$ cat config.mk
export PLATFORM = sky130hd
export DESIGN_NAME = adt_segment_stream_parser_core
export DESIGN_NICKNAME = d
export VERILOG_FILES = /design/src/design/asp_pkg.sv /design/src/design/asp_front.sv /design/src/design/asp_queue.sv /design/src/design/asp_back.sv /design/src/design/adt_segment_stream_parser_core.sv
export SDC_FILE = /design/constraint.sdc
export NUM_CORES = 1
export LEC_CHECK = 0
export BUFFER_PORTS_ARGS = -buffer_cell sky130_fd_sc_hd__buf_2
export CAP_MARGIN = 0
export CORE_MARGIN = 1.5
export CORE_UTILIZATION = 39
export CTS_BUF_LIST = sky130_fd_sc_hd__clkbuf_4 sky130_fd_sc_hd__clkbuf_8 sky130_fd_sc_hd__clkbuf_16
export DETAILED_ROUTE_END_ITERATION = 8
export PLACE_DENSITY = 0.52
export SLEW_MARGIN = 25
export SYNTH_ARGS = -nofsm -noshare
export SYNTH_HDL_FRONTEND = slang
export SYNTH_SLANG_ARGS = --single-unit
export TNS_END_PERCENT = 30
$ cat constraint.sdc
create_clock -name clk -period 14.4 [get_ports clk]
set_input_delay 2.16 -clock clk [delete_from_list [all_inputs] [get_ports clk]]
set_output_delay 2.16 -clock clk [all_outputs]
set_load 0.1 [all_outputs]
$ cat src/design/asp_pkg.sv
// Shared types and constants for the ADT segment stream parser.
`timescale 1ns / 1ps

package asp_pkg;

    localparam int QUEUE_DEPTH = 2;

    localparam logic [7:0] CHAR_PIPE = 8'h7C;
    localparam logic [7:0] CHAR_CR   = 8'h0D;
    localparam logic [7:0] CHAR_LF   = 8'h0A;
    localparam logic [7:0] CHAR_V    = 8'h56;

    localparam logic [2:0] SEG_MSH = 3'd0;
    localparam logic [2:0] SEG_EVN = 3'd1;
    localparam logic [2:0] SEG_PID = 3'd2;
    localparam logic [2:0] SEG_PD1 = 3'd3;
    localparam logic [2:0] SEG_PV1 = 3'd4;

    typedef enum logic [3:0] {
        PH_TAG_MSH = 4'd0,
        PH_TAG_EVN = 4'd1,
        PH_TAG_PID = 4'd2,
        PH_TAG_OPT = 4'd3,
        PH_TAG_PV1 = 4'd4,
        PH_FLD_MSH = 4'd5,
        PH_FLD_EVN = 4'd6,
        PH_FLD_PID = 4'd7,
        PH_FLD_PD1 = 4'd8,
        PH_FLD_PV1 = 4'd9,
        PH_EOL_MSH = 4'd10,
        PH_EOL_EVN = 4'd11,
        PH_EOL_PID = 4'd12,
        PH_EOL_PD1 = 4'd13,
        PH_EOL_PV1 = 4'd14,
        PH_DONE    = 4'd15
    } phase_t;

    typedef enum logic [1:0] {
        ST_PENDING = 2'd0,
        ST_ACCEPT  = 2'd1,
        ST_REJECT  = 2'd2
    } status_t;

    typedef struct packed {
        logic [7:0] data;
        logic       last;
        logic       is_eol;
        logic       is_pipe;
        logic       is_text;
    } class_word_t;

    typedef struct packed {
        logic       text_valid;
        logic [6:0] text_byte;
        logic       field_start;
        logic [2:0] segment;
        logic [5:0] field_number;
        logic [1:0] status;
    } result_word_t;

    function automatic logic [7:0] tag_char(input logic [2:0] seg, input logic [1:0] pos);
        logic [7:0] c;
        c = 8'h00;
        case (seg)
            SEG_MSH: c = (pos == 2'd0) ? 8'h4D : (pos == 2'd1) ? 8'h53 : 8'h48;
            SEG_EVN: c = (pos == 2'd0) ? 8'h45 : (pos == 2'd1) ? 8'h56 : 8'h4E;
            SEG_PID: c = (pos == 2'd0) ? 8'h50 : (pos == 2'd1) ? 8'h49 : 8'h44;
            SEG_PD1: c = (pos == 2'd0) ? 8'h50 : (pos == 2'd1) ? 8'h44 : 8'h31;
            SEG_PV1: c = (pos == 2'd0) ? 8'h50 : (pos == 2'd1) ? 8'h56 : 8'h31;
            default: c = 8'h00;
        endcase
        return c;
    endfunction

endpackage

$ cat src/design/asp_front.sv
// Front end: classifies each incoming byte into a word for the parser.
`timescale 1ns / 1ps

module asp_front
(
    input  logic [7:0]          data_byte,
    input  logic                last,
    output asp_pkg::class_word_t word
);

    always_comb
    begin
        word.data    = data_byte;
        word.last    = last;
        word.is_eol  = (data_byte == asp_pkg::CHAR_CR) || (data_byte == asp_pkg::CHAR_LF);
        word.is_pipe = (data_byte == asp_pkg::CHAR_PIPE);
        word.is_text = (data_byte >= 8'h20) && (data_byte <= 8'h7E)
                       && (data_byte != asp_pkg::CHAR_PIPE);
    end

endmodule

$ cat src/design/asp_queue.sv
// Small register queue used between pipeline parts.
`timescale 1ns / 1ps

module asp_queue #(
    parameter type word_t = logic,
    parameter int  DEPTH  = 2
)
(
    input  logic  clk,
    input  logic  rst_n,
    input  logic  push,
    input  word_t wdata,
    output logic  full,
    input  logic  pop,
    output word_t rdata,
    output logic  empty
);

    localparam int PW = (DEPTH > 1) ? $clog2(DEPTH) : 1;
    localparam int CW = $clog2(DEPTH + 1);

    word_t          mem_reg [DEPTH];
    logic [PW-1:0]  wr_ptr_reg, wr_ptr_next;
    logic [PW-1:0]  rd_ptr_reg, rd_ptr_next;
    logic [CW-1:0]  count_reg, count_next;
    logic           wr_en, rd_en;

    assign full  = (count_reg == CW'(DEPTH));
    assign empty = (count_reg == '0);
    assign wr_en = push && !full;
    assign rd_en = pop && !empty;
    assign rdata = mem_reg[rd_ptr_reg];

    always_comb
    begin
        wr_ptr_next = wr_ptr_reg;
        rd_ptr_next = rd_ptr_reg;
        count_next  = count_reg;
        if (wr_en)
        begin
            wr_ptr_next = (wr_ptr_reg == PW'(DEPTH - 1)) ? '0 : wr_ptr_reg + 1'b1;
        end
        if (rd_en)
        begin
            rd_ptr_next = (rd_ptr_reg == PW'(DEPTH - 1)) ? '0 : rd_ptr_reg + 1'b1;
        end
        if (wr_en && !rd_en)
        begin
            count_next = count_reg + 1'b1;
        end
        else if (rd_en && !wr_en)
        begin
            count_next = count_reg - 1'b1;
        end
    end

    always_ff @(posedge clk or negedge rst_n)
    begin
        if (!rst_n)
        begin
            wr_ptr_reg <= '0;
            rd_ptr_reg <= '0;
            count_reg  <= '0;
        end
        else
        begin
            wr_ptr_reg <= wr_ptr_next;
            rd_ptr_reg <= rd_ptr_next;
            count_reg  <= count_next;
        end
    end

    always_ff @(posedge clk)
    begin
        if (wr_en)
        begin
            mem_reg[wr_ptr_reg] <= wdata;
        end
    end

endmodule

$ cat src/design/asp_back.sv
// Back end: segment/field state machine producing one result word per byte.
`timescale 1ns / 1ps

module asp_back #(
    parameter logic [5:0] FIELD_LIMIT = 6'd63
)
(
    input  logic                  clk,
    input  logic                  rst_n,
    input  logic                  in_valid,
    input  asp_pkg::class_word_t  in_word,
    output logic                  in_take,
    input  logic                  out_room,
    output logic                  out_push,
    output asp_pkg::result_word_t out_word
);

    asp_pkg::phase_t  phase_reg, phase_next, phase_step;
    asp_pkg::status_t outcome_reg, outcome_next, outcome_step, status_final;
    logic [1:0]       tag_pos_reg, tag_pos_next, tag_pos_step;
    logic             inside_reg, inside_next, inside_step;
    logic [5:0]       field_cnt_reg, field_cnt_next, field_cnt_step;

    logic       fire;
    logic       in_tag, in_fld, eol_mode;
    logic [2:0] seg_idx;
    logic       fld_eol, fld_pipe, fld_text, fld_end;
    logic       pend;
    logic [2:0] tag_ph;
    logic [1:0] tag_pos;
    logic       pv_hit, tag_hit;
    logic [5:0] field_cnt_inc;
    logic       early;

    assign fire     = in_valid && out_room;
    assign in_take  = fire;
    assign out_push = fire;

    assign in_tag   = (phase_reg <= asp_pkg::PH_TAG_PV1);
    assign in_fld   = !in_tag && (phase_reg != asp_pkg::PH_DONE);
    assign eol_mode = in_fld && (phase_reg >= asp_pkg::PH_EOL_MSH);
    assign seg_idx  = eol_mode ? 3'(4'(phase_reg) - 4'd10) : 3'(4'(phase_reg) - 4'd5);

    assign fld_eol  = in_fld && in_word.is_eol;
    assign fld_pipe = in_fld && !eol_mode && in_word.is_pipe;
    assign fld_text = in_fld && !eol_mode && inside_reg && in_word.is_text;
    assign fld_end  = in_fld && !fld_eol && !fld_pipe && !fld_text;

    assign pend    = in_tag || (fld_end && (seg_idx != asp_pkg::SEG_PV1));
    assign tag_ph  = in_tag ? 3'(phase_reg) : seg_idx + 3'd1;
    assign tag_pos = (in_tag && tag_pos_reg != 2'd3) ? tag_pos_reg : 2'd0;
    assign pv_hit  = (tag_ph == asp_pkg::SEG_PD1) && (tag_pos == 2'd1)
                     && (in_word.data == asp_pkg::CHAR_V);
    assign tag_hit = (in_word.data == asp_pkg::tag_char(tag_ph, tag_pos));

    assign field_cnt_inc = !inside_reg ? 6'd0 :
                           (field_cnt_reg < FIELD_LIMIT) ? field_cnt_reg + 6'd1 : field_cnt_reg;

    always_comb
    begin
        phase_step     = phase_reg;
        outcome_step   = outcome_reg;
        tag_pos_step   = tag_pos_reg;
        inside_step    = inside_reg;
        field_cnt_step = field_cnt_reg;
        if (fld_eol)
        begin
            phase_step = asp_pkg::phase_t'(4'd10 + 4'(seg_idx));
        end
        else if (fld_pipe)
        begin
            field_cnt_step = field_cnt_inc;
            inside_step    = 1'b1;
        end
        else if (fld_end && !pend)
        begin
            outcome_step = asp_pkg::ST_ACCEPT;
            phase_step   = asp_pkg::PH_DONE;
        end
        if (pend)
        begin
            if (!in_tag)
            begin
                phase_step     = asp_pkg::phase_t'(4'(tag_ph));
                tag_pos_step   = 2'd0;
                inside_step    = 1'b0;
                field_cnt_step = 6'd0;
            end
            if (pv_hit)
            begin
                phase_step   = asp_pkg::PH_TAG_PV1;
                tag_pos_step = 2'd2;
            end
            else if (tag_hit)
            begin
                if (tag_pos == 2'd2)
                begin
                    phase_step     = asp_pkg::phase_t'(4'd5 + 4'(tag_ph));
                    tag_pos_step   = 2'd0;
                    inside_step    = 1'b0;
                    field_cnt_step = 6'd0;
                end
                else
                begin
                    tag_pos_step = tag_pos + 2'd1;
                end
            end
            else
            begin
                outcome_step = (tag_ph <= asp_pkg::SEG_PID) ? asp_pkg::ST_REJECT
                                                            : asp_pkg::ST_ACCEPT;
                phase_step   = asp_pkg::PH_DONE;
            end
        end
    end

    assign early = (phase_step <= asp_pkg::PH_TAG_PID) || (phase_step == asp_pkg::PH_FLD_MSH)
                   || (phase_step == asp_pkg::PH_FLD_EVN) || (phase_step == asp_pkg::PH_EOL_MSH)
                   || (phase_step == asp_pkg::PH_EOL_EVN);

    always_comb
    begin
        status_final = outcome_step;
        if (in_word.last && outcome_step == asp_pkg::ST_PENDING)
        begin
            status_final = early ? asp_pkg::ST_REJECT : asp_pkg::ST_ACCEPT;
        end
    end

    // next state
    always_comb
    begin
        phase_next     = phase_reg;
        outcome_next   = outcome_reg;
        tag_pos_next   = tag_pos_reg;
        inside_next    = inside_reg;
        field_cnt_next = field_cnt_reg;
        if (fire)
        begin
            if (in_word.last)
            begin
                phase_next     = asp_pkg::PH_TAG_MSH;
                outcome_next   = asp_pkg::ST_PENDING;
                tag_pos_next   = 2'd0;
                inside_next    = 1'b0;
                field_cnt_next = 6'd0;
            end
            else
            begin
                phase_next     = phase_step;
                outcome_next   = outcome_step;
                tag_pos_next   = tag_pos_step;
                inside_next    = inside_step;
                field_cnt_next = field_cnt_step;
            end
        end
    end

    // outputs
    always_comb
    begin
        out_word              = '0;
        out_word.status       = status_final;
        if (in_fld)
        begin
            out_word.segment      = seg_idx;
            out_word.field_number = field_cnt_reg;
        end
        if (fld_pipe)
        begin
            out_word.field_start  = 1'b1;
            out_word.field_number = field_cnt_inc;
        end
        if (fld_text)
        begin
            out_word.text_valid = 1'b1;
            out_word.text_byte  = in_word.data[6:0];
        end
        if (pend)
        begin
            out_word.segment      = pv_hit ? asp_pkg::SEG_PV1 : tag_ph;
            out_word.field_number = 6'd0;
        end
    end

    always_ff @(posedge clk or negedge rst_n)
    begin
        if (!rst_n)
        begin
            phase_reg     <= asp_pkg::PH_TAG_MSH;
            outcome_reg   <= asp_pkg::ST_PENDING;
            tag_pos_reg   <= 2'd0;
            inside_reg    <= 1'b0;
            field_cnt_reg <= 6'd0;
        end
        else
        begin
            phase_reg     <= phase_next;
            outcome_reg   <= outcome_next;
            tag_pos_reg   <= tag_pos_next;
            inside_reg    <= inside_next;
            field_cnt_reg <= field_cnt_next;
        end
    end

    a_last_restarts: assert property (@(posedge clk) disable iff (!rst_n)
        fire && in_word.last |=> phase_reg == asp_pkg::PH_TAG_MSH
                                 && outcome_reg == asp_pkg::ST_PENDING)
        else $error("message end did not restart parser");

    a_done_decided: assert property (@(posedge clk) disable iff (!rst_n)
        phase_reg == asp_pkg::PH_DONE |-> outcome_reg != asp_pkg::ST_PENDING)
        else $error("done without a decided status");

    a_field_cap: assert property (@(posedge clk) disable iff (!rst_n)
        field_cnt_reg <= FIELD_LIMIT)
        else $error("field counter past limit");

    a_stall_holds: assert property (@(posedge clk) disable iff (!rst_n)
        !fire |=> $stable(phase_reg) && $stable(field_cnt_reg))
        else $error("parser state moved without a word");

endmodule

$ cat src/design/adt_segment_stream_parser_core.sv
// Top level of the ADT segment stream parser.
`timescale 1ns / 1ps

// Takes one message byte per cycle while the input queue is not full, and
// returns one result word per byte, in order. A pushed byte is registered in
// the input queue, then its result word in the output queue, before it reaches
// the result ports. The rate is one byte per cycle when nothing stalls, set by
// the back end's state update. Two-word queues after the classifier and parser
// let either side stall, until a queue fills, without stopping the other.
// The last byte's word carries the final status; the parser then starts over.
module adt_segment_stream_parser_core #(
    parameter int MAX_FIELDS = 64
)
(
    input  logic       clk,
    input  logic       rst_n,
    input  logic       push,
    output logic       full,
    input  logic [7:0] data_byte,
    input  logic       last,
    input  logic       pop,
    output logic       empty,
    output logic       text_valid,
    output logic [6:0] text_byte,
    output logic       field_start,
    output logic [2:0] segment,
    output logic [5:0] field_number,
    output logic [1:0] status
);

    localparam logic [5:0] FIELD_LIMIT = (MAX_FIELDS - 1 > 63) ? 6'd63 : 6'(MAX_FIELDS - 1);

    asp_pkg::class_word_t  front_word, mid_word;
    asp_pkg::result_word_t back_word, res_word;
    logic                  mid_empty, mid_take;
    logic                  out_full, out_push;

    asp_front u_front
    (
        .data_byte (data_byte),
        .last      (last),
        .word      (front_word)
    );

    asp_queue #(
        .word_t (asp_pkg::class_word_t),
        .DEPTH  (asp_pkg::QUEUE_DEPTH)
    ) u_mid_queue
    (
        .clk   (clk),
        .rst_n (rst_n),
        .push  (push),
        .wdata (front_word),
        .full  (full),
        .pop   (mid_take),
        .rdata (mid_word),
        .empty (mid_empty)
    );

    asp_back #(
        .FIELD_LIMIT (FIELD_LIMIT)
    ) u_back
    (
        .clk      (clk),
        .rst_n    (rst_n),
        .in_valid (!mid_empty),
        .in_word  (mid_word),
        .in_take  (mid_take),
        .out_room (!out_full),
        .out_push (out_push),
        .out_word (back_word)
    );

    asp_queue #(
        .word_t (asp_pkg::result_word_t),
        .DEPTH  (asp_pkg::QUEUE_DEPTH)
    ) u_out_queue
    (
        .clk   (clk),
        .rst_n (rst_n),
        .push  (out_push),
        .wdata (back_word),
        .full  (out_full),
        .pop   (pop),
        .rdata (res_word),
        .empty (empty)
    );

    assign text_valid   = res_word.text_valid;
    assign text_byte    = res_word.text_byte;
    assign field_start  = res_word.field_start;
    assign segment      = res_word.segment;
    assign field_number = res_word.field_number;
    assign status       = res_word.status;

endmodule
==> metrics, run 1 <==
Max clock buf depth 2; Die Footprint 0.0143 sq mm; Vias 4222; Final Critical Period 6.00 ns; xor/xnor share of the synthesized area 0.0199; CTS buffer count 9; TNS Setup 0 ns; worst slack, placed 8.55 ns; post-CTS setup buffers 0; Die X-Extent 119 um; max reg flops 40; Post-Synthesis Cells 503; root buffer cell clkbuf_16; Inserted Diodes 0; adder-cell area share of the yosys netlist 0.0260; met1 wire length 6360 um; Syn Nets 527; kind of critical path reg2reg; Core Region 0.0132 sq mm; WL/cell 19.0 um; critical path data required time 14.53 ns; most common cell after layout, fill and taps aside edfxtp_1; Crit Path Max Fanout 19; Initial Util 0.400; DR pass1 iterations 5; Post-CTS Resized 0; synth warn 0; DIE HEIGHT 119 um; Placer Congestion 0.907; Synth Area per Inst 10.5 sq um; worst-skew pair later-pin latency 0.35 ns; highest clock rate 167 MHz; largest family of logic cells by synthesized area compound AO/OA/AOI/OAI gates; number of global-route vias before repair 3867; Post-synth EDFFs 64; hold depth 1; Tcrit/Tclk final 0.417; standard-cell rows 42; htree depth 3; Worst Skew 0.00868 ns; Yosys cell types 81; largest net degree at the start of global routing 24; most frequent cells in the layout edfxtp_1 (64), nor2_1 (41), buf_2 (34); CTS tree yes; normalized max-slew margin 0.324; Area Overhead vs Synth 11.2%; Slew @ Worst Pin 1.01 ns; remaining global-route overflow 0; Critical Path Start Type flip-flop; DP HPWL 9810 um; Port Buf Inserts 34; IO Pins 35; r2r endpoint u_out_queue.mem_reg[1][0]$_DFFE_PP_; sequential share of the synthesized area 0.472; reg2reg start u_back.phase_reg[0]$_DFFE_PN0P_; Yosys top cell by area edfxtp_1; gr usage total 0.193; Final Hold Viols 0; Min-Delay Path Class reg2reg; Routed WL 13500 um; PnR worst setup slack 8.40 ns; Synth Area in Compound Gates 0.205; run status finished clean; Slew Limit Fails 0; DRC Markers 0; post-synth top area share 0.363; WL met3 758 um; main flop type after synthesis edfxtp_1; Layout Nets 551; Met2 Wirelength 5870 um; layout cells sized above 1 0.190; largest cells by area after synthesis edfxtp_1 (36%), dfrtp_1 (11%), mux2_2 (5.5%); post-route ant nets 0; DR iter-0 viols 499; number of clock sinks 87; unrepaired setup endpoints after global routing no; # hold bufs at CTS 0; Final Setup Violations 0; CP endpoint kind flip-flop; Mapped Area 0.00529 sq mm; DR top layer met4; mux cell area share after synthesis 0.0742; maxcap violations 0; Reg2Reg Setup Slack 8.40 ns; first-pass GRT wire length 21100 um; Seq cells post-synth 87; antenna violations before repair 0; Reg2Reg Depth 19; Worst Path Arrival 6.13 ns; HP Start u_out_queue.wr_ptr_reg$_DFFE_PN0P_; Synth Area in Simple Gates 0.164; Post-synth ARST share 0.264; Vias per Instance 5.96; Worst-path clk slew 0.06 ns; Hold Path Sink u_out_queue.wr_ptr_reg$_DFFE_PN0P_
-- cells in the mapped netlist (all sizes together), types with 4 or more instances --
cell and n:
and3 10, ha 11, nor3 12, nand2 22, or3 6, clkbuf 13, nand2b 10, a211oi 6
and2 9, mux2i 10, a22o 4, a31oi 10, nor2b 9, dfrtp 23, o211ai 12, xor2 4
nand3 10, o211a 4, a21o 7, nor3b 5, a21oi 28, buf 12, o21ai 25, a22oi 9
nor4 4, edfxtp 64, xnor2 8, nor2 42, nand4 5, mux2 26, inv 19, o31ai 5
o22ai 8
-- layer usage --
| metal | global-route usage | up-vias |
|---|---|---|
| met5 | 0 | - |
| met3 | 0.0323 | 36 |
| met4 | 0.0960 | 0 |
| li1 | - | 1994 |
| met2 | 0.290 | 158 |
| met1 | 0.270 | 2034 |
-- through the flow --
step	std cells	util	hold WS [ns]	cell area (sq um)
detailed placement	692	0.422	0.490	5590
floorplan	503	-	0.460	5290
finish	708	0.444	0.491	5890
global route	708	0.444	0.519	5890
CTS	708	0.444	0.499	5880
global placement	692	0.422	0.475	5590
-- how the worst max path moves through the flow --
stage	start	endpoint	slack [ns]
after CTS	u_back.phase_reg[0]$_DFFE_PN0P_	u_out_queue.mem_reg[0][0]$_DFFE_PP_	8.54
after global routing	u_back.phase_reg[0]$_DFFE_PN0P_	u_out_queue.mem_reg[1][0]$_DFFE_PP_	7.91
after floorplan	u_back.phase_reg[0]$_DFFE_PN0P_	u_out_queue.mem_reg[0][1]$_DFFE_PP_	9.58
after detailed placement	u_back.phase_reg[0]$_DFFE_PN0P_	u_out_queue.mem_reg[0][0]$_DFFE_PP_	8.55
after global placement	u_back.phase_reg[0]$_DFFE_PN0P_	u_out_queue.mem_reg[0][0]$_DFFE_PP_	8.67
final	u_back.phase_reg[0]$_DFFE_PN0P_	u_out_queue.mem_reg[1][0]$_DFFE_PP_	8.40
-- final cells by class --
cell class	count	area, sq um
Sequential cell	87	2500
Fill cell	1274	7360
Clock inverter	6	52.6
Clock buffer	10	239
Inverter	21	81.3
Multi-Input combinational cell	370	2590
Timing Repair Buffer	38	200
Tap cell	176	220
-- logic make-up (layout without fill, tap and decap cells) --
group / Yosys count / after routing
mux: 36 / 36
compound gates: 153 / 153
flops: 87 / 87
xor+xnor: 12 / 12
buf+inv: 46 / 75
simple gates: 158 / 158
fa+ha+maj: 11 / 11
-- critical path: stages (launching register included) --
cell and delay (ns):
dfrtp_1 0.69, inv_2 0.21, ha_1 0.30, nor3_2 0.24, nor2_1 0.19, xnor2_1 0.58, inv_1 0.13, ha_1 0.31
o21ai_0 0.14, o41a_1 0.27, nand2_4 0.11, inv_4 0.10, ha_1 0.28, nand3_1 0.18, or4_1 0.58, and2_1 0.32
a31oi_1 0.36, a22oi_1 0.12, o211a_1 0.24, o41ai_1 0.39
Power of run 1 is not shown: default switching activity piles up to over one toggle a cycle in this logic, so the estimate is an artifact.
==> run 2, diff against run 1 <==
Settings changed: PLACE_DENSITY 0.52 to 0.54.
Clock period 14.4 ns to 5.4 ns, I/O delays scaled along.
==> metrics, run 2 (synthesis gave the netlist of run 1 again) <==
register area 0.00250 sq mm (unchanged); Die Footprint 0.0143 sq mm (unchanged); Layout Cells excl Fill 723 (was 708); IO Pins 35 (unchanged); crit path buf inv count 4 (was 3); WL/cell 19.2 um (was 19.0 um); fillers 1300 (was 1274); Crit path largest cell delay 0.46 ns (was 0.69 ns); Final Hold Viols 0 (unchanged); most frequent cells in the layout edfxtp_1 (64), nor2_1 (40), buf_2 (34) (was edfxtp_1 (64), nor2_1 (41), buf_2 (34)); worst-skew pair later-pin latency 0.34 ns (was 0.35 ns); max reg flops 40 (unchanged); CTS buffer count 9 (unchanged); Area Overhead vs Synth 13.7% (was 11.2%); Die X-Extent 119 um (unchanged); Vias 4317 (was 4222); Layout Nets 566 (was 551); number of clock sinks 87 (unchanged); CP delay by family, top simple AND/OR/NAND/NOR gates (unchanged); Initial Util 0.400 (unchanged); Inserted Diodes 0 (unchanged); Inst Count DP 707 (was 692); standard-cell rows 42 (unchanged); Port Buf Inserts 34 (unchanged); post-route ant nets 0 (unchanged); Max clock buf depth 2 (unchanged); htree depth 3 (unchanged); Multi-input gate area 0.00262 sq mm (was 0.00259 sq mm); most common cell after layout, fill and taps aside edfxtp_1 (unchanged); maxcap violations 0 (unchanged); Critical Path Start Type flip-flop (unchanged); DR pass1 iterations 5 (unchanged); Vias per Instance 5.97 (was 5.96); Worst Path Arrival 5.22 ns (was 6.13 ns); antenna violations before repair 0 (unchanged); Slew Limit Fails 0 (unchanged); Slew @ Worst Pin 0.916 ns (was 1.01 ns); run status finished clean (unchanged); # hold bufs at CTS 0 (unchanged); Tcrit/Tclk final 0.951 (was 0.417); layout cells sized above 1 0.219 (was 0.190); CTS tree yes (unchanged); remaining global-route overflow 0 (unchanged); Worst Skew 0.0127 ns (was 0.00868 ns); kind of critical path reg2reg (unchanged); DRC Markers 0 (unchanged); root buffer cell clkbuf_16 (unchanged); Final Setup Violations 0 (unchanged); Placer Congestion 0.986 (was 0.907); highest clock rate 195 MHz (was 167 MHz); DIE HEIGHT 119 um (unchanged); Critical Path, Cell by Cell inv_2 -> ha_1 -> nor3_4 -> nor2_2 -> xnor2_1 -> inv_1 -> ha_1 -> or3_1 -> o221a_2 -> nand2_4 -> inv_4 -> ha_1 -> a21oi_1 -> o22ai_1 -> nor4_1 -> and3b_1 -> nand4_2 -> buf_4 -> a22oi_1 -> o211a_1 -> a221o_1 (was inv_2 -> ha_1 -> nor3_2 -> nor2_1 -> xnor2_1 -> inv_1 -> ha_1 -> o21ai_0 -> o41a_1 -> nand2_4 -> inv_4 -> ha_1 -> nand3_1 -> or4_1 -> and2_1 -> a31oi_1 -> a22oi_1 -> o211a_1 -> o41ai_1); largest net degree at the start of global routing 24 (unchanged); Core Region 0.0132 sq mm (unchanged); most used cell, CP ha_1 (unchanged); Routed WL 13900 um (was 13500 um); DP HPWL 10200 um (was 9810 um); Slowest cell on crit path dfrtp_1 (unchanged); reg2reg start u_back.phase_reg[0]$_DFFE_PN0P_ (unchanged); CP Launch Point u_back.phase_reg[0]$_DFFE_PN0P_ (unchanged); Worst-path clk slew 0.07 ns (was 0.06 ns); Final Critical Period 5.14 ns (was 6.00 ns); Crit Path Max Fanout 11 (was 19); DR iter-0 viols 484 (was 499); number of global-route vias before repair 4109 (was 3867); Min-Delay Path Class in2async (was reg2reg); normalized max-slew margin 0.389 (was 0.324); CP endpoint kind flip-flop (unchanged); first-pass GRT wire length 22400 um (was 21100 um); gr usage total 0.202 (was 0.193); critical path data required time 5.49 ns (was 14.53 ns)
## run 2: layout make-up
cell class / instances / share of cell area
repair buffers: 53 / 0.0526
inverters: 21 / 0.0135
clock buffers: 9 / 0.0374
flip-flops and latches: 87 / 0.415
clock inverters: 7 / 0.00935
multi-input cells: 370 / 0.436
well taps: 176 / 0.0366
## run 2: repair_timing
| action | 4_1_cts | 5_1_grt |
|---|---|---|
| setup endpoints to repair | 0 | 4 |
| gates resized for setup | 0 | 6 |
| setup buffers | 0 | 0 |
## run 2: layer usage
metal / part of all wire / track usage
met5: 0 / 0
met4: 0.016 / 0.0536
met3: 0.063 / 0.0366
met2: 0.46 / 0.314
met1: 0.46 / 0.291
## run 2: worst paths after layout
path	end	slack [ns]	cells past startpoint
min in group clk	u_out_queue.wr_ptr_reg$_DFFE_PN0P_	0.49	1
max in group asynchronous	u_mid_queue.wr_ptr_reg$_DFFE_PN0P_	4.57	1
setup reg to reg	u_out_queue.mem_reg[0][1]$_DFFE_PP_	0.26	21
hold / removal	u_out_queue.rd_ptr_reg$_DFFE_PN0P_	0.45	1
setup / recovery	u_out_queue.mem_reg[0][1]$_DFFE_PP_	0.26	21
hold reg to reg	u_out_queue.wr_ptr_reg$_DFFE_PN0P_	0.49	1
## run 2: stage by stage
step                      instance area, sq um  worst slack [ns]  utilization  hold WS (ns)  setup TNS, ns
after CTS                                 5990             0.232        0.452         0.463              0
after global routing                      6020          -0.00442        0.455         0.479       -0.00878
after floorplan                           5290             0.581            -         0.460              0
after global placement                    5700             0.385        0.431         0.474              0
after detailed placement                  5700             0.262        0.431         0.481              0
final                                     6020             0.262        0.455         0.453              0
## run 2: worst reg2reg max path: stages, from the launching register on
cell,delay [ns]
dfrtp_1,0.46
inv_2,0.20
ha_1,0.28
nor3_4,0.07
nor2_2,0.26
xnor2_1,0.18
inv_1,0.10
ha_1,0.27
or3_1,0.42
o221a_2,0.31
nand2_4,0.13
inv_4,0.06
ha_1,0.29
a21oi_1,0.22
o22ai_1,0.14
nor4_1,0.26
and3b_1,0.22
nand4_2,0.14
buf_4,0.20
a22oi_1,0.10
o211a_1,0.25
a221o_1,0.32
Power of run 2 is left out for the same reason.
